File: src/sv/ilffa_pkg.sv
`timescale 1ns / 1ps
// ----------------------------------------------------------------------------
// ilffa_pkg
// shared types and constants for the implicit-list first-fit allocator
// ----------------------------------------------------------------------------
package ilffa_pkg;

    localparam int UNIT_BYTES = 8;
    localparam int UNIT_SHIFT = 3;
    localparam logic [UNIT_SHIFT-1:0] UNIT_MASK = 3'h7;
    localparam int REQ_W      = 14;
    localparam int OFF_W      = 13;
    localparam int STAT_W     = 2;
    localparam int NEED_W     = REQ_W + 1 - UNIT_SHIFT;
    localparam int S_TDATA_W  = 32;
    localparam int M_TDATA_W  = 16;

    typedef enum logic
    {
        OP_ALLOC = 1'b0,
        OP_FREE  = 1'b1
    } op_t;

    typedef enum logic [STAT_W-1:0]
    {
        STAT_OK       = 2'd0,
        STAT_OOM      = 2'd1,
        STAT_BAD_ADDR = 2'd2
    } stat_t;

    typedef enum logic [2:0]
    {
        S_IDLE,
        S_AWALK,
        S_SPLIT,
        S_FWALK,
        S_FTGT,
        S_FNEXT,
        S_FPRED,
        S_DONE
    } state_t;

    typedef struct packed
    {
        op_t              op;
        logic [REQ_W-1:0] request_bytes;
        logic [OFF_W-1:0] payload_offset;
    } req_t;

    typedef struct packed
    {
        stat_t            status;
        logic [OFF_W-1:0] granted_offset;
    } res_t;

    typedef struct packed
    {
        logic idle;
        logic done;
    } ctrl_st_t;

endpackage

File: src/sv/ilffa_ctrl.sv
`timescale 1ns / 1ps
// ----------------------------------------------------------------------------
// ilffa_ctrl
// header walker: reads one block header per cycle, splits, extends and merges
// ----------------------------------------------------------------------------
module ilffa_ctrl
    import ilffa_pkg::*;
#(
    parameter int HEAP_UNITS = 1024,
    localparam int AW = $clog2(HEAP_UNITS),
    localparam int SW = $clog2(HEAP_UNITS + 1),
    localparam int HDR_W = SW + 1
) (
    input  logic             clk,
    input  logic             rst_n,
    input  logic             start,
    input  req_t             req,
    input  logic             out_free,
    output ctrl_st_t         st,
    output res_t             res,
    output logic             mem_we,
    output logic [AW-1:0]    mem_waddr,
    output logic [HDR_W-1:0] mem_wdata,
    output logic [AW-1:0]    mem_raddr,
    input  logic [HDR_W-1:0] mem_rdata
);

    localparam int CW = ((SW > NEED_W) ? SW : NEED_W) + 1;
    localparam int TW = OFF_W - UNIT_SHIFT;

    function automatic logic [OFF_W-1:0] to_offset(input logic [SW-1:0] u);
        logic [SW:0]            u1;
        logic [SW+UNIT_SHIFT:0] b;
        u1 = {1'b0, u} + (SW+1)'(1);
        b  = {u1, {UNIT_SHIFT{1'b0}}};
        return OFF_W'(b);
    endfunction

    state_t            state_reg, state_next;
    logic [SW-1:0]     top_reg, top_next;
    logic [SW-1:0]     cur_reg, cur_next;
    logic [NEED_W-1:0] need_reg, need_next;
    logic [SW-1:0]     t_reg, t_next;
    logic [SW-1:0]     prev_reg, prev_next;
    logic [SW-1:0]     prev_sz_reg, prev_sz_next;
    logic              prev_used_reg, prev_used_next;
    logic              has_pred_reg, has_pred_next;
    logic [SW-1:0]     tsize_reg, tsize_next;
    logic [SW-1:0]     split_addr_reg, split_addr_next;
    logic [SW-1:0]     split_sz_reg, split_sz_next;
    res_t              res_reg, res_next;

    logic [SW-1:0]     hdr_sz;
    logic              hdr_used;
    logic [SW:0]       step_sum;
    logic              step_end;
    logic              at_end;
    logic              fit;
    logic [CW-1:0]     rem;
    logic [CW-1:0]     ext_sum;
    logic              oom;
    logic              hit;
    logic [SW:0]       nn;
    logic              nn_end;
    logic [SW:0]       merged;
    logic [SW:0]       pred_sum;
    logic [REQ_W:0]    nsum;
    logic [NEED_W-1:0] need_in;
    logic              off_bad;
    logic [TW-1:0]     t_full;
    logic              t_out;

    // header decode and walk arithmetic
    always_comb
    begin
        hdr_sz   = mem_rdata[HDR_W-1:1];
        if (hdr_sz == '0)
        begin
            hdr_sz = SW'(1);
        end
        hdr_used = mem_rdata[0];
        step_sum = {1'b0, cur_reg} + {1'b0, hdr_sz};
        step_end = step_sum >= {1'b0, top_reg};
        at_end   = cur_reg >= top_reg;
        fit      = !hdr_used && (CW'(hdr_sz) >= CW'(need_reg));
        rem      = CW'(hdr_sz) - CW'(need_reg);
        ext_sum  = CW'(top_reg) + CW'(need_reg);
        oom      = ext_sum > CW'(HEAP_UNITS);
        hit      = step_sum == {1'b0, t_reg};
        nn       = {1'b0, t_reg} + {1'b0, hdr_sz};
        nn_end   = nn >= {1'b0, top_reg};
        merged   = hdr_used ? {1'b0, tsize_reg} : ({1'b0, tsize_reg} + {1'b0, hdr_sz});
        pred_sum = {1'b0, prev_sz_reg} + {1'b0, tsize_reg};
        nsum     = {1'b0, req.request_bytes} + (REQ_W+1)'(UNIT_BYTES + int'(UNIT_MASK));
        need_in  = nsum[REQ_W:UNIT_SHIFT];
        off_bad  = (req.payload_offset[OFF_W-1:UNIT_SHIFT] == '0)
                   || (req.payload_offset[UNIT_SHIFT-1:0] != '0);
        t_full   = req.payload_offset[OFF_W-1:UNIT_SHIFT] - TW'(1);
        t_out    = CW'(t_full) >= CW'(top_reg);
    end

    // next state
    always_comb
    begin
        state_next = state_reg;
        unique case (state_reg)
            S_IDLE:
            begin
                if (start)
                begin
                    if (req.op == OP_ALLOC)
                    begin
                        state_next = S_AWALK;
                    end
                    else if (off_bad || t_out)
                    begin
                        state_next = S_DONE;
                    end
                    else if (t_full == '0)
                    begin
                        state_next = S_FTGT;
                    end
                    else
                    begin
                        state_next = S_FWALK;
                    end
                end
            end
            S_AWALK:
            begin
                priority if (at_end)
                begin
                    state_next = S_DONE;
                end
                else if (fit)
                begin
                    state_next = (rem <= CW'(1)) ? S_DONE : S_SPLIT;
                end
            end
            S_SPLIT:
            begin
                state_next = S_DONE;
            end
            S_FWALK:
            begin
                priority if (hit)
                begin
                    state_next = S_FTGT;
                end
                else if (step_end)
                begin
                    state_next = S_DONE;
                end
            end
            S_FTGT:
            begin
                state_next = nn_end ? S_FPRED : S_FNEXT;
            end
            S_FNEXT:
            begin
                state_next = S_FPRED;
            end
            S_FPRED:
            begin
                state_next = S_DONE;
            end
            S_DONE:
            begin
                if (out_free)
                begin
                    state_next = S_IDLE;
                end
            end
            default:
            begin
                state_next = S_IDLE;
            end
        endcase
    end

    // datapath and outputs
    always_comb
    begin
        top_next        = top_reg;
        cur_next        = cur_reg;
        need_next       = need_reg;
        t_next          = t_reg;
        prev_next       = prev_reg;
        prev_sz_next    = prev_sz_reg;
        prev_used_next  = prev_used_reg;
        has_pred_next   = has_pred_reg;
        tsize_next      = tsize_reg;
        split_addr_next = split_addr_reg;
        split_sz_next   = split_sz_reg;
        res_next        = res_reg;
        mem_we          = 1'b0;
        mem_waddr       = '0;
        mem_wdata       = '0;
        mem_raddr       = '0;
        st.idle         = 1'b0;
        st.done         = 1'b0;
        unique case (state_reg)
            S_IDLE:
            begin
                st.idle = 1'b1;
                if (start)
                begin
                    cur_next      = '0;
                    need_next     = need_in;
                    t_next        = SW'(t_full);
                    has_pred_next = t_full != '0;
                    res_next      = '{status: STAT_OK, granted_offset: '0};
                    if (req.op == OP_FREE && (off_bad || t_out))
                    begin
                        res_next.status = STAT_BAD_ADDR;
                    end
                end
            end
            S_AWALK:
            begin
                mem_raddr = step_sum[AW-1:0];
                priority if (at_end)
                begin
                    if (oom)
                    begin
                        res_next.status = STAT_OOM;
                    end
                    else
                    begin
                        mem_we    = 1'b1;
                        mem_waddr = top_reg[AW-1:0];
                        mem_wdata = {SW'(need_reg), 1'b1};
                        top_next  = SW'(ext_sum);
                        res_next.granted_offset = to_offset(top_reg);
                    end
                end
                else if (fit)
                begin
                    mem_we    = 1'b1;
                    mem_waddr = cur_reg[AW-1:0];
                    res_next.granted_offset = to_offset(cur_reg);
                    if (rem <= CW'(1))
                    begin
                        mem_wdata = {hdr_sz, 1'b1};
                    end
                    else
                    begin
                        mem_wdata       = {SW'(need_reg), 1'b1};
                        split_addr_next = SW'(CW'(cur_reg) + CW'(need_reg));
                        split_sz_next   = SW'(rem);
                    end
                end
                else if (step_end)
                begin
                    cur_next = top_reg;
                end
                else
                begin
                    cur_next = step_sum[SW-1:0];
                end
            end
            S_SPLIT:
            begin
                mem_we    = 1'b1;
                mem_waddr = split_addr_reg[AW-1:0];
                mem_wdata = {split_sz_reg, 1'b0};
            end
            S_FWALK:
            begin
                mem_raddr      = step_sum[AW-1:0];
                prev_next      = cur_reg;
                prev_sz_next   = hdr_sz;
                prev_used_next = hdr_used;
                if (!hit && step_end)
                begin
                    res_next.status = STAT_BAD_ADDR;
                end
                cur_next = step_sum[SW-1:0];
            end
            S_FTGT:
            begin
                mem_raddr  = nn[AW-1:0];
                tsize_next = hdr_sz;
                if (nn_end)
                begin
                    mem_we    = 1'b1;
                    mem_waddr = t_reg[AW-1:0];
                    mem_wdata = {hdr_sz, 1'b0};
                end
            end
            S_FNEXT:
            begin
                mem_we     = 1'b1;
                mem_waddr  = t_reg[AW-1:0];
                mem_wdata  = {merged[SW-1:0], 1'b0};
                tsize_next = merged[SW-1:0];
            end
            S_FPRED:
            begin
                if (has_pred_reg && !prev_used_reg)
                begin
                    mem_we    = 1'b1;
                    mem_waddr = prev_reg[AW-1:0];
                    mem_wdata = {pred_sum[SW-1:0], 1'b0};
                end
            end
            S_DONE:
            begin
                st.done = out_free;
            end
            default:
            begin
                st.idle = 1'b0;
            end
        endcase
    end

    assign res = res_reg;

    always_ff @(posedge clk or negedge rst_n)
    begin
        if (!rst_n)
        begin
            state_reg <= S_IDLE;
            top_reg   <= '0;
        end
        else
        begin
            state_reg <= state_next;
            top_reg   <= top_next;
        end
    end

    always_ff @(posedge clk)
    begin
        cur_reg        <= cur_next;
        need_reg       <= need_next;
        t_reg          <= t_next;
        prev_reg       <= prev_next;
        prev_sz_reg    <= prev_sz_next;
        prev_used_reg  <= prev_used_next;
        has_pred_reg   <= has_pred_next;
        tsize_reg      <= tsize_next;
        split_addr_reg <= split_addr_next;
        split_sz_reg   <= split_sz_next;
        res_reg        <= res_next;
    end

endmodule
File: config.mk
export PLATFORM = sky130hd
export DESIGN_NAME = ilffa_ctrl
export DESIGN_NICKNAME = d
export VERILOG_FILES = /design/src/sv/ilffa_pkg.sv /design/src/sv/ilffa_ctrl.sv
export SDC_FILE = /design/constraint.sdc
export NUM_CORES = 1
export LEC_CHECK = 0
export ABC_AREA = 0
export BUFFER_PORTS_ARGS = -buffer_cell sky130_fd_sc_hd__buf_4
export CAP_MARGIN = 20
export CORE_ASPECT_RATIO = 0.7
export CORE_MARGIN = 8
export CORE_UTILIZATION = 42
export CTS_BUF_LIST = sky130_fd_sc_hd__clkbuf_4 sky130_fd_sc_hd__clkbuf_8
export CTS_CLUSTER_SIZE = 28
export DETAILED_ROUTE_END_ITERATION = 16
export PLACE_DENSITY = 0.62
export RECOVER_POWER = 100
export SYNTH_ARGS = -nofsm -noshare
export SYNTH_HDL_FRONTEND = slang
export SYNTH_SLANG_ARGS = --single-unit
File: constraint.sdc
create_clock -name clk -period 9.7 [get_ports clk]
set_clock_uncertainty 0.15 [all_clocks]
set_input_delay 1.455 -clock clk [delete_from_list [all_inputs] [get_ports clk]]
set_output_delay 1.455 -clock clk [all_outputs]
set_load 0.02 [all_outputs]
==> flow_metrics.env, run 1 <==
export IMPL_status="complete, no violations"
export IMPL_setup_tns_ns=0
export IMPL_core_area_um2=24380
export IMPL_p_int_w=0.001444
export IMPL_maxCapViolCount=0
export IMPL_dieArea_um2=29890
export IMPL_start_util_pct=42.28
export IMPL_switchingPower_w=0.001142
export IMPL_io_pins=94
export IMPL_postSynthAreaPerCell_um2=9.354
export IMPL_reg2reg_from="cur_reg[4]$_DFFE_PP_"
export IMPL_crit_path_start="mem_rdata[11]"
export IMPL_final_common_cell="ha_1"
export IMPL_antenna_found_initial=0
export IMPL_irDropWorstVdd_mv=0.08699
export IMPL_finalHoldViolations=0
export IMPL_clock_tree_root_cell="clkbuf_8"
export IMPL_place_hpwl_mm=27.98
export IMPL_worst_skew_pair_late_latency_ns=0.46
export IMPL_grt_max_degree=29
export IMPL_ys_seq_elements=114
export IMPL_ys_flop_type="edfxtp_1"
export IMPL_post_route_drc_count=0
export IMPL_fin_crit_ns=8.241
export IMPL_cp_end_kind="primary output"
export IMPL_total_power_w=0.002586
export IMPL_drt_iter0_markers=906
export IMPL_cellLeakagePower_nw=4.598
export IMPL_tritoncts="yes"
export IMPL_synth_area_um2=10310
export IMPL_p_seq_share_pct=29.0
export IMPL_reg2reg_slack_ns=4.13
export IMPL_rsz0062_at_grt="no"
export IMPL_vias_per_cell=6.015
export IMPL_worstSetupPathType="primary input to primary output"
export IMPL_power_frac_clock_pct=21.2
export IMPL_cts_sinks=114
export IMPL_multi_input_area_um2=6430
export IMPL_slew_headroom_pct=3.704
export IMPL_antenna_cells=0
export IMPL_cp_max_fo=18
export IMPL_fp_row_count=48
export IMPL_finalWeightedCongestion=0.9885
export IMPL_firstDrtPassIters=6
export IMPL_ctsLongestPathBuffers=2
export IMPL_fin_nets=1348
export IMPL_cp_required_ns=8.10
export IMPL_first_global_vias=8541
export IMPL_final_cell_mix="ha_1, edfxtp_1, nand2_1, nor2_1, inv_1"
export IMPL_die_height_um=147.1
export IMPL_fin_crit_sh_pct=84.96
export IMPL_seqCellArea_um2=3353
export IMPL_grt_pass1_wl_mm=53.27
export IMPL_cts_setup_buffers=0
export IMPL_max_freq_mhz=121.3
export IMPL_yosysSeqAreaShare_pct=32.53
export IMPL_fillers=2433
export IMPL_areaGrowthSynthToFinish_pct=11.00
export IMPL_port_buffers=90
export IMPL_routed_wl_mm=35.56
export IMPL_drive_above_1_share_pct=6.963
export IMPL_numCtsBuffers=17
export IMPL_die_w_um=203.3
export IMPL_sw_frac_of_total_pct=44.15
export IMPL_drv_slew=0
export IMPL_cts_resized=0
export IMPL_synthArstFlopShare_pct=12.28
export IMPL_finalSetupViolations=0
export IMPL_power_frac_comb_pct=49.8
export IMPL_min_delay_start="cur_reg[4]$_DFFE_PP_"
export IMPL_drt_wirelength_per_cell_um=23.44
export IMPL_synth_cell_types=85
export IMPL_synth_cells=1102
export IMPL_synth_edff_count=100
export IMPL_ant_nets=0
export IMPL_grt_usage_pct=23.46
export IMPL_ctsHoldBuffers=0
export IMPL_cts_htree_levels=4
export IMPL_power_density_nw_per_um2=226.0
export IMPL_critPathLaunchType="primary input"
export IMPL_grt_overflow_total=0
export IMPL_hp_class="flop to flop"
export IMPL_tightest_slew_ns=1.444
export IMPL_arrival_ns=6.64
export IMPL_yosysWarnings=0
export IMPL_vias=9125
export IMPL_clk_pin_slew_worst_paths_ns=0.08
cell families (layout without fill, tap and decap cells):
kind of cell             Yosys count  after routing  share of synthesized area, %
AO/OA/AOI/OAI                    318            318                         21.51
XOR/XNOR                          82             82                         7.246
adder cells (fa/ha/maj)          125            125                         15.68
buffers and inverters            119            207                         5.073
flip-flops                       114            114                         32.53
multiplexers                      25             25                         2.452
other                              1              3                       0.03638
AND/OR/NAND/NOR                  318            318                         15.48
cell usage after synthesis (16+ instances only):
cell | n | share of area, %
a21o_1 | 25 | 1.8
a21oi_1 | 68 | 3.3
clkbuf_1 | 32 | 1.2
edfxtp_1 | 100 | 29
ha_1 | 118 | 14
inv_1 | 74 | 2.7
mux2i_1 | 23 | 2.2
nand2_1 | 82 | 3.0
nand3_1 | 31 | 1.5
nor2_1 | 77 | 2.8
nor2b_1 | 16 | 0.97
nor3_1 | 26 | 1.3
o21ai_0 | 66 | 3.2
xnor2_1 | 54 | 4.6
xor2_1 | 26 | 2.2
final timing paths:
check                                               to  depth (start not counted)
max in group asynchronous       top_reg[8]$_DFFE_PN0P_                          1
worst max register to register    cur_reg[7]$_DFFE_PP_                         14
worst max-delay path                      mem_waddr[4]                         20
min in group asynchronous       top_reg[5]$_DFFE_PN0P_                          1
worst min-delay path             prev_reg[4]$_DFFE_PP_                          0
worst min register to register   prev_reg[4]$_DFFE_PP_                          0
cell type report:
cell class	count	share of cell area [%]
inverter	74	2.428
clock buffer	17	2.045
sequential	114	29.31
clock inverter	15	2.078
tap	325	3.554
timing repair buffer	101	4.396
multi-input combinational	871	56.19
through the flow:
step	cell area (µm²)	utilization (%)	setup WS, ns	hold slack, ns	instances
global placement	11230	46.05	2.222	0.5346	1483
floorplan	10320	-	2.614	0.3797	1104
global route	11440	46.93	1.099	0.5788	1517
detailed placement	11240	46.12	2.136	0.5374	1484
CTS	11720	48.05	2.116	0.5706	1516
finish	11440	46.93	1.459	0.5726	1517
power by group through the flow:
| stage | combinational (W) | clock [W] | sequential [W] |
|---|---|---|---|
| finish | 0.00129 | 0.000548 | 0.000751 |
| floorplan | 0.000938 | 0 | 0.000701 |
| detailed placement | 0.00132 | 0 | 0.000756 |
| CTS | 0.00133 | 0.000552 | 0.000746 |
| global placement | 0.00131 | 0 | 0.000756 |
| global route | 0.00142 | 0.000573 | 0.000758 |
critical path, cell delays in order:
cell and delay (ns):
clkbuf_1 0.66, nor2_1 0.10, a31o_1 0.33, ha_1 0.27
fa_1 0.40, a21o_1 0.17, a21oi_1 0.24, o21bai_1 0.09
a21oi_1 0.22, o21ai_0 0.19, a21o_1 0.21, a21oi_1 0.17
xnor2_1 0.09, ha_1 0.33, a221oi_1 0.29, o221ai_1 0.22
o21a_1 0.40, a222oi_1 0.33, o21ai_0 0.19, clkbuf_1 0.23
metal layers:
layer / track usage, % / part of all wire (%) / up-vias
met4: 6.004 / 1.8 / 0
met3: 7.437 / 11 / 39
li1: - / - / 4307
met2: 31.75 / 39 / 434
met5: 0 / 0 / -
met1: 34.99 / 48 / 4345
Note: power is estimated with default switching activity, not from simulation.
==> run 2, diff against run 1 <==
Settings changed: ABC_AREA 0 to 1, PLACE_DENSITY 0.62 to 0.64.
Clock period 9.7 ns to 7.57 ns, I/O delays scaled along.
==> run 2 against run 1 <==
  * The run now ends with max-capacitance violations, max-slew violations left
  * Flip-flop and latch count stayed put
  * Combinational power is 130% higher
  * Cell area is 5.1% higher
  * Sequential power is 45% higher
  * Critical path type is now flop to primary output
  * Critical endpoint is now mem_wdata[1]
==> flow_metrics.env, run 2 <==
export IMPL_status="finished, violations left"
export IMPL_violations="max-capacitance violations, max-slew violations"
export IMPL_start_util_pct=42.61
export IMPL_worst_skew_pair_late_latency_ns=0.49
export IMPL_power_density_nw_per_um2=387.1
export IMPL_drive_above_1_share_pct=6.621
export IMPL_firstDrtPassIters=6
export IMPL_ant_nets=0
export IMPL_ys_flop_type="edfxtp_1"
export IMPL_synth_mux_area_fraction_pct=0
export IMPL_post_route_drc_count=0
export IMPL_min_path_cells=2
export IMPL_cp_required_ns=6.28
export IMPL_reg2reg_slack_ns=1.95
export IMPL_synth_xor_area_share_pct=4.228
export IMPL_routed_wl_mm=40.79
export IMPL_crit_path_frequent_cell="inv_1"
export IMPL_synth_area_um2=10920
export IMPL_irDropWorstVdd_mv=0.1429
export IMPL_grt_pass1_wl_mm=59.92
export IMPL_synth_most_common_cell="nand2_1"
export IMPL_setup_tns_ns=0
export IMPL_clk_pin_slew_worst_paths_ns=0.07
export IMPL_synthTopCellsByCount="nand2_1, inv_1, nor2_1"
export IMPL_numCtsBuffers=17
export IMPL_first_global_vias=9893
export IMPL_tightest_slew_ns=3.174
export IMPL_synth_cells=1498
export IMPL_synthSimpleGateAreaFrac_pct=28.90
export IMPL_critPathMaxStageDelay_ns=1.31
export IMPL_finalHoldViolations=0
export IMPL_grt_usage_pct=25.59
export IMPL_fin_nets=1757
export IMPL_cts_sinks=114
export IMPL_fin_crit_ns=7.185
export IMPL_synth_cell_types=57
export IMPL_rsz0062_at_grt="no"
export IMPL_drt_iter0_markers=1245
export IMPL_antenna_found_initial=0
export IMPL_areaGrowthSynthToFinish_pct=10.16
export IMPL_clock_tree_root_cell="clkbuf_8"
export IMPL_tritoncts="yes"
export IMPL_drv_slew=46
export IMPL_ctsLongestPathBuffers=2
export IMPL_dieArea_um2=31500
export IMPL_crit_slowest_cell="nor2_1"
export IMPL_r2r_cells=8
export IMPL_yosysSeqAreaShare_pct=30.71
export IMPL_slew_headroom_pct=-112.4
export IMPL_synth_top_family_by_area="simple AND/OR/NAND/NOR gates"
export IMPL_core_area_um2=25630
export IMPL_vias_per_cell=5.523
export IMPL_drt_wirelength_per_cell_um=21.11
export IMPL_postSynthAreaPerCell_um2=7.289
export IMPL_synthArstFlopShare_pct=12.28
export IMPL_reg2reg_from="state_reg[0]$_DFFE_PN0P_"
export IMPL_grt_use_met1_pct=35.19
export IMPL_cellLeakagePower_nw=5.776
export IMPL_fp_row_count=49
export IMPL_cts_resized=0
export IMPL_vias=10670
export IMPL_final_common_cell="nand2_1"
export IMPL_die_w_um=208.7
export IMPL_cts_htree_levels=4
export IMPL_io_pins=94
export IMPL_cp_max_fo=18
export IMPL_synth_edff_count=100
export IMPL_die_height_um=150.9
export IMPL_total_power_w=0.004657
export IMPL_ctsHoldBuffers=0
export IMPL_worstSetupPathType="flop to primary output"
export IMPL_yosysTopAreaCellShare_pct=27.50
export IMPL_r2r_end="split_addr_reg[8]$_DFFE_PP_"
export IMPL_crit_chain="inv_1 -> nor2_1 -> inv_1 -> nor2_1 -> inv_1 -> nor2_1 -> nand3_1 -> inv_1 -> nand2_1 -> nand3_1 -> clkbuf_1"
export IMPL_critPathLaunchType="flop"
export IMPL_max_freq_mhz=139.2
export IMPL_synth_top_area_cell="edfxtp_1"
export IMPL_place_hpwl_mm=33.02
export IMPL_finalSetupViolations=0
export IMPL_fin_crit_sh_pct=94.91
export IMPL_arrival_ns=5.90
export IMPL_gr_usage_met3_pct=10.52
export IMPL_ys_seq_elements=114
export IMPL_synthAdderAreaFrac_pct=14.80
export IMPL_grt_max_degree=27
export IMPL_min_delay_start="top_reg[4]$_DFFE_PN0P_"
export IMPL_port_buffers=90
export IMPL_hp_class="flop to flop"
export IMPL_synth_compound_area_share_pct=12.57
export IMPL_finalWeightedCongestion=0.9944
export IMPL_maxCapViolCount=2
export IMPL_grt_overflow_total=0
export IMPL_yosysWarnings=0
export IMPL_antenna_cells=0
export IMPL_setup_worst_path_end="mem_wdata[1]"
export IMPL_grt_met2_usage_pct=36.37
export IMPL_cts_setup_buffers=0
export IMPL_final_cell_mix="nand2_1, inv_1, nor2_1, nand3_1, ha_1"
export IMPL_busiest_layer="met2"
export IMPL_cp_end_kind="primary output"
export IMPL_yosys_top_cells_area="edfxtp_1, nand2_1, ha_1"
export IMPL_crit_path_start="state_reg[0]$_DFFE_PN0P_"
-- run 2: routing by layer --
layer | wire, µm | share of wire, %
met1 | 18270 | 45
met2 | 16380 | 40
met3 | 5288 | 13
met4 | 856 | 2.1
met5 | 0 | 0
-- run 2: how the worst min path moves through the flow --
stage	slack (ns)	endpoint
after global placement	0.38	top_reg[4]$_DFFE_PN0P_
after CTS	0.33	top_reg[7]$_DFFE_PN0P_
after global routing	0.42	top_reg[4]$_DFFE_PN0P_
after floorplan	0.34	top_reg[4]$_DFFE_PN0P_
after detailed placement	0.38	top_reg[4]$_DFFE_PN0P_
final	0.40	top_reg[4]$_DFFE_PN0P_
-- run 2: through the flow --
| step | instances | worst slack, ns | cell area (µm²) | util (%) | hold WS (ns) |
|---|---|---|---|---|---|
| after floorplan | 1500 | 1.862 | 10930 | - | 0.3366 |
| after global placement | 1899 | 0.6014 | 11930 | 46.55 | 0.3781 |
| after detailed placement | 1899 | 0.4307 | 11930 | 46.55 | 0.3825 |
| after CTS | 1931 | 0.4105 | 12330 | 48.10 | 0.3320 |
| after global routing | 1932 | 0.04622 | 12030 | 46.94 | 0.4217 |
| final | 1932 | 0.3850 | 12030 | 46.94 | 0.3963 |
-- run 2: cell families (layout without fill, tap and decap cells) --
logic type	count (synthesis)	count (layout)
AND/OR/NAND/NOR	730	730
buffers and inverters	245	346
AO/OA/AOI/OAI	232	232
adder cells (fa/ha/maj)	125	125
flip-flops	114	114
XOR/XNOR	51	51
other	1	3
-- run 2: cell type report --
class                      count  area, µm²
sequential                   114       3353
inverter                     217      814.5
fill                        2692      13600
timing repair buffer          97      531.8
clock inverter                14      155.1
multi-input combinational   1141       6519
tap                          331      414.1
clock buffer                  18      241.5
-- run 2: worst max-delay path: cells and delay by family (launching register included) --
| family | cells | cell delay (ns) |
|---|---|---|
| buffers and inverters | 5 | 1.87 |
| AND/OR/NAND/NOR | 6 | 3.06 |
| flip-flops | 1 | 0.47 |
-- run 2: power by group --
part / total [W] / switching, W / internal, W / leakage [nW]
Clock: 0.000607 / 0.000308 / 0.000299 / 0.186
Sequential: 0.00109 / 0.000191 / 0.000896 / 1.10
Combinational: 0.00296 / 0.00206 / 0.000905 / 4.49
Total: 0.00466 / 0.00256 / 0.00210 / 5.78
==> run 3, diff against run 2 <==
Settings changed: PLACE_DENSITY 0.64 to 0.62.
Clock period 7.57 ns to 8.94 ns, I/O delays scaled along.
==> run 3 against run 2 <==
  * Die area did not move
  * Critical path depth is 17 higher
  * Highest routed layer unchanged
  * Core utilization increased by 0.083 points
  * The flow still finishes with violations (max-capacitance violations, max-slew violations)
==> flow_metrics.env, run 3 (synthesis gave the netlist of run 2 again) <==
export IMPL_final_cell_mix="nand2_1, inv_1, nor2_1, nand3_1, ha_1"
export IMPL_cts_sinks=114
export IMPL_grt_usage_pct=26.04
export IMPL_die_height_um=150.9
export IMPL_fin_nets=1759
export IMPL_vias_per_cell=5.595
export IMPL_max_freq_mhz=124.2
export IMPL_hp_class="flop to flop"
export IMPL_grt_overflow_total=0
export IMPL_ctsHoldBuffers=0
export IMPL_critPathBufInv=6
export IMPL_setup_tns_ns=0
export IMPL_fin_cells=1935
export IMPL_ctsLongestPathBuffers=2
export IMPL_numCtsBuffers=17
export IMPL_slew_headroom_pct=-29.69
export IMPL_cp_max_fo=11
export IMPL_drv_slew=26
export IMPL_grt_pass1_wl_mm=60.98
export IMPL_worst_skew_pair_late_latency_ns=0.48
export IMPL_fp_row_count=49
export IMPL_arrival_ns=6.56
export IMPL_critPathMaxStageDelay_ns=0.46
export IMPL_drive_above_1_share_pct=6.301
export IMPL_start_util_pct=42.61
export IMPL_rsz0062_at_grt="no"
export IMPL_r2r_cells=13
export IMPL_post_route_drc_count=0
export IMPL_r2r_end="res[11]$_SDFFCE_PN0P_"
export IMPL_cp_end_kind="primary output"
export IMPL_maxCapViolCount=1
export IMPL_crit_path_start="mem_rdata[11]"
export IMPL_finalWeightedCongestion=0.9808
export IMPL_final_common_cell="nand2_1"
export IMPL_clk_pin_slew_worst_paths_ns=0.08
export IMPL_reg2reg_from="top_reg[8]$_DFFE_PN0P_"
export IMPL_cts_resized=0
export IMPL_power_density_nw_per_um2=330.9
export IMPL_finalSetupViolations=0
export IMPL_port_buffers=90
export IMPL_drt_iter0_markers=1175
export IMPL_antenna_found_initial=0
export IMPL_ant_nets=0
export IMPL_vias=10830
export IMPL_irDropWorstVdd_mv=0.1394
export IMPL_holdPathEnd="top_reg[4]$_DFFE_PN0P_"
export IMPL_tightest_slew_ns=1.945
export IMPL_cts_htree_levels=4
export IMPL_io_pins=94
export IMPL_place_hpwl_mm=33.37
export IMPL_violations="max-capacitance violations, max-slew violations"
export IMPL_finalHoldViolations=0
export IMPL_fin_crit_ns=8.048
export IMPL_dieArea_um2=31500
export IMPL_critPathLaunchType="primary input"
export IMPL_first_global_vias=9912
export IMPL_fin_crit_sh_pct=90.03
export IMPL_grt_max_degree=26
export IMPL_tritoncts="yes"
export IMPL_firstDrtPassIters=6
export IMPL_dp_cells=1901
export IMPL_routed_wl_mm=41.67
export IMPL_path_delay_family="simple AND/OR/NAND/NOR gates"
export IMPL_worstSetupPathType="primary input to primary output"
export IMPL_core_area_um2=25630
export IMPL_status="finished, violations left"
export IMPL_cp_required_ns=7.45
export IMPL_reg2reg_slack_ns=3.28
export IMPL_min_delay_start="top_reg[4]$_DFFE_PN0P_"
export IMPL_min_path_cells=2
export IMPL_cts_setup_buffers=0
export IMPL_crit_slowest_cell="nand2_1"
export IMPL_drt_wirelength_per_cell_um=21.53
export IMPL_die_w_um=208.7
export IMPL_areaGrowthSynthToFinish_pct=10.36
export IMPL_cellLeakagePower_nw=5.768
export IMPL_clock_tree_root_cell="clkbuf_8"
-- run 3: worst max path at each step --
stage | end | slack, ns | cells past startpoint
after floorplan | mem_waddr[5] | 2.82 | 27
after global placement | mem_waddr[7] | 1.62 | 28
after detailed placement | mem_waddr[1] | 1.43 | 28
after CTS | mem_waddr[1] | 1.40 | 28
after global routing | mem_waddr[3] | 0.45 | 28
final | mem_waddr[5] | 0.89 | 28
-- run 3: worst min-delay path, delay by kind of cell (launching register included) --
kind | cells | cell delay (ns)
AO/OA/AOI/OAI | 1 | 0.07
AND/OR/NAND/NOR | 1 | 0.06
flip-flops | 1 | 0.40
-- run 3: cell type report --
type                       count  area [µm²]
inverter                     217       814.5
clock inverter                13       160.2
sequential                   114        3353
tap                          331       414.1
clock buffer                  19       249.0
antenna                        1       2.502
multi-input combinational   1141        6543
fill                        2676       13580
timing repair buffer          99       514.2
-- run 3: power by group --
| group | total (W) | switching [W] | internal (W) |
|---|---|---|---|
| clock network | 0.000534 | 0.000252 | 0.000282 |
| registers | 0.000930 | 0.000172 | 0.000758 |
| logic | 0.00252 | 0.00175 | 0.000769 |
-- run 3: layer usage --
| layer | wire length, µm | vias up | share of wire [%] | GRT usage (%) |
|---|---|---|---|---|
| li1 | - | 5193 | - | - |
| met1 | 18710 | 5012 | 45 | 36.49 |
| met2 | 16900 | 567 | 41 | 37.65 |
| met3 | 5243 | 55 | 13 | 8.662 |
| met4 | 814 | 0 | 2.0 | 7.344 |
| met5 | 0 | - | 0 | 0 |
-- run 3: through the flow --
| step | area, µm² | utilization, % | total power (W) | hold WS (ns) | setup slack (ns) |
|---|---|---|---|---|---|
| 3_5_place_dp | 11940 | 46.59 | 0.003505 | 0.3954 | 1.428 |
| 6_report | 12050 | 47.02 | 0.003988 | 0.4126 | 0.8916 |
| 4_1_cts | 12350 | 48.19 | 0.004047 | 0.4140 | 1.396 |
| 3_3_place_gp | 11940 | 46.59 | 0.003482 | 0.3682 | 1.620 |
| 5_1_grt | 12050 | 47.01 | 0.004272 | 0.4445 | 0.4458 |
| 2_1_floorplan | 10930 | - | 0.002631 | 0.3366 | 2.821 |
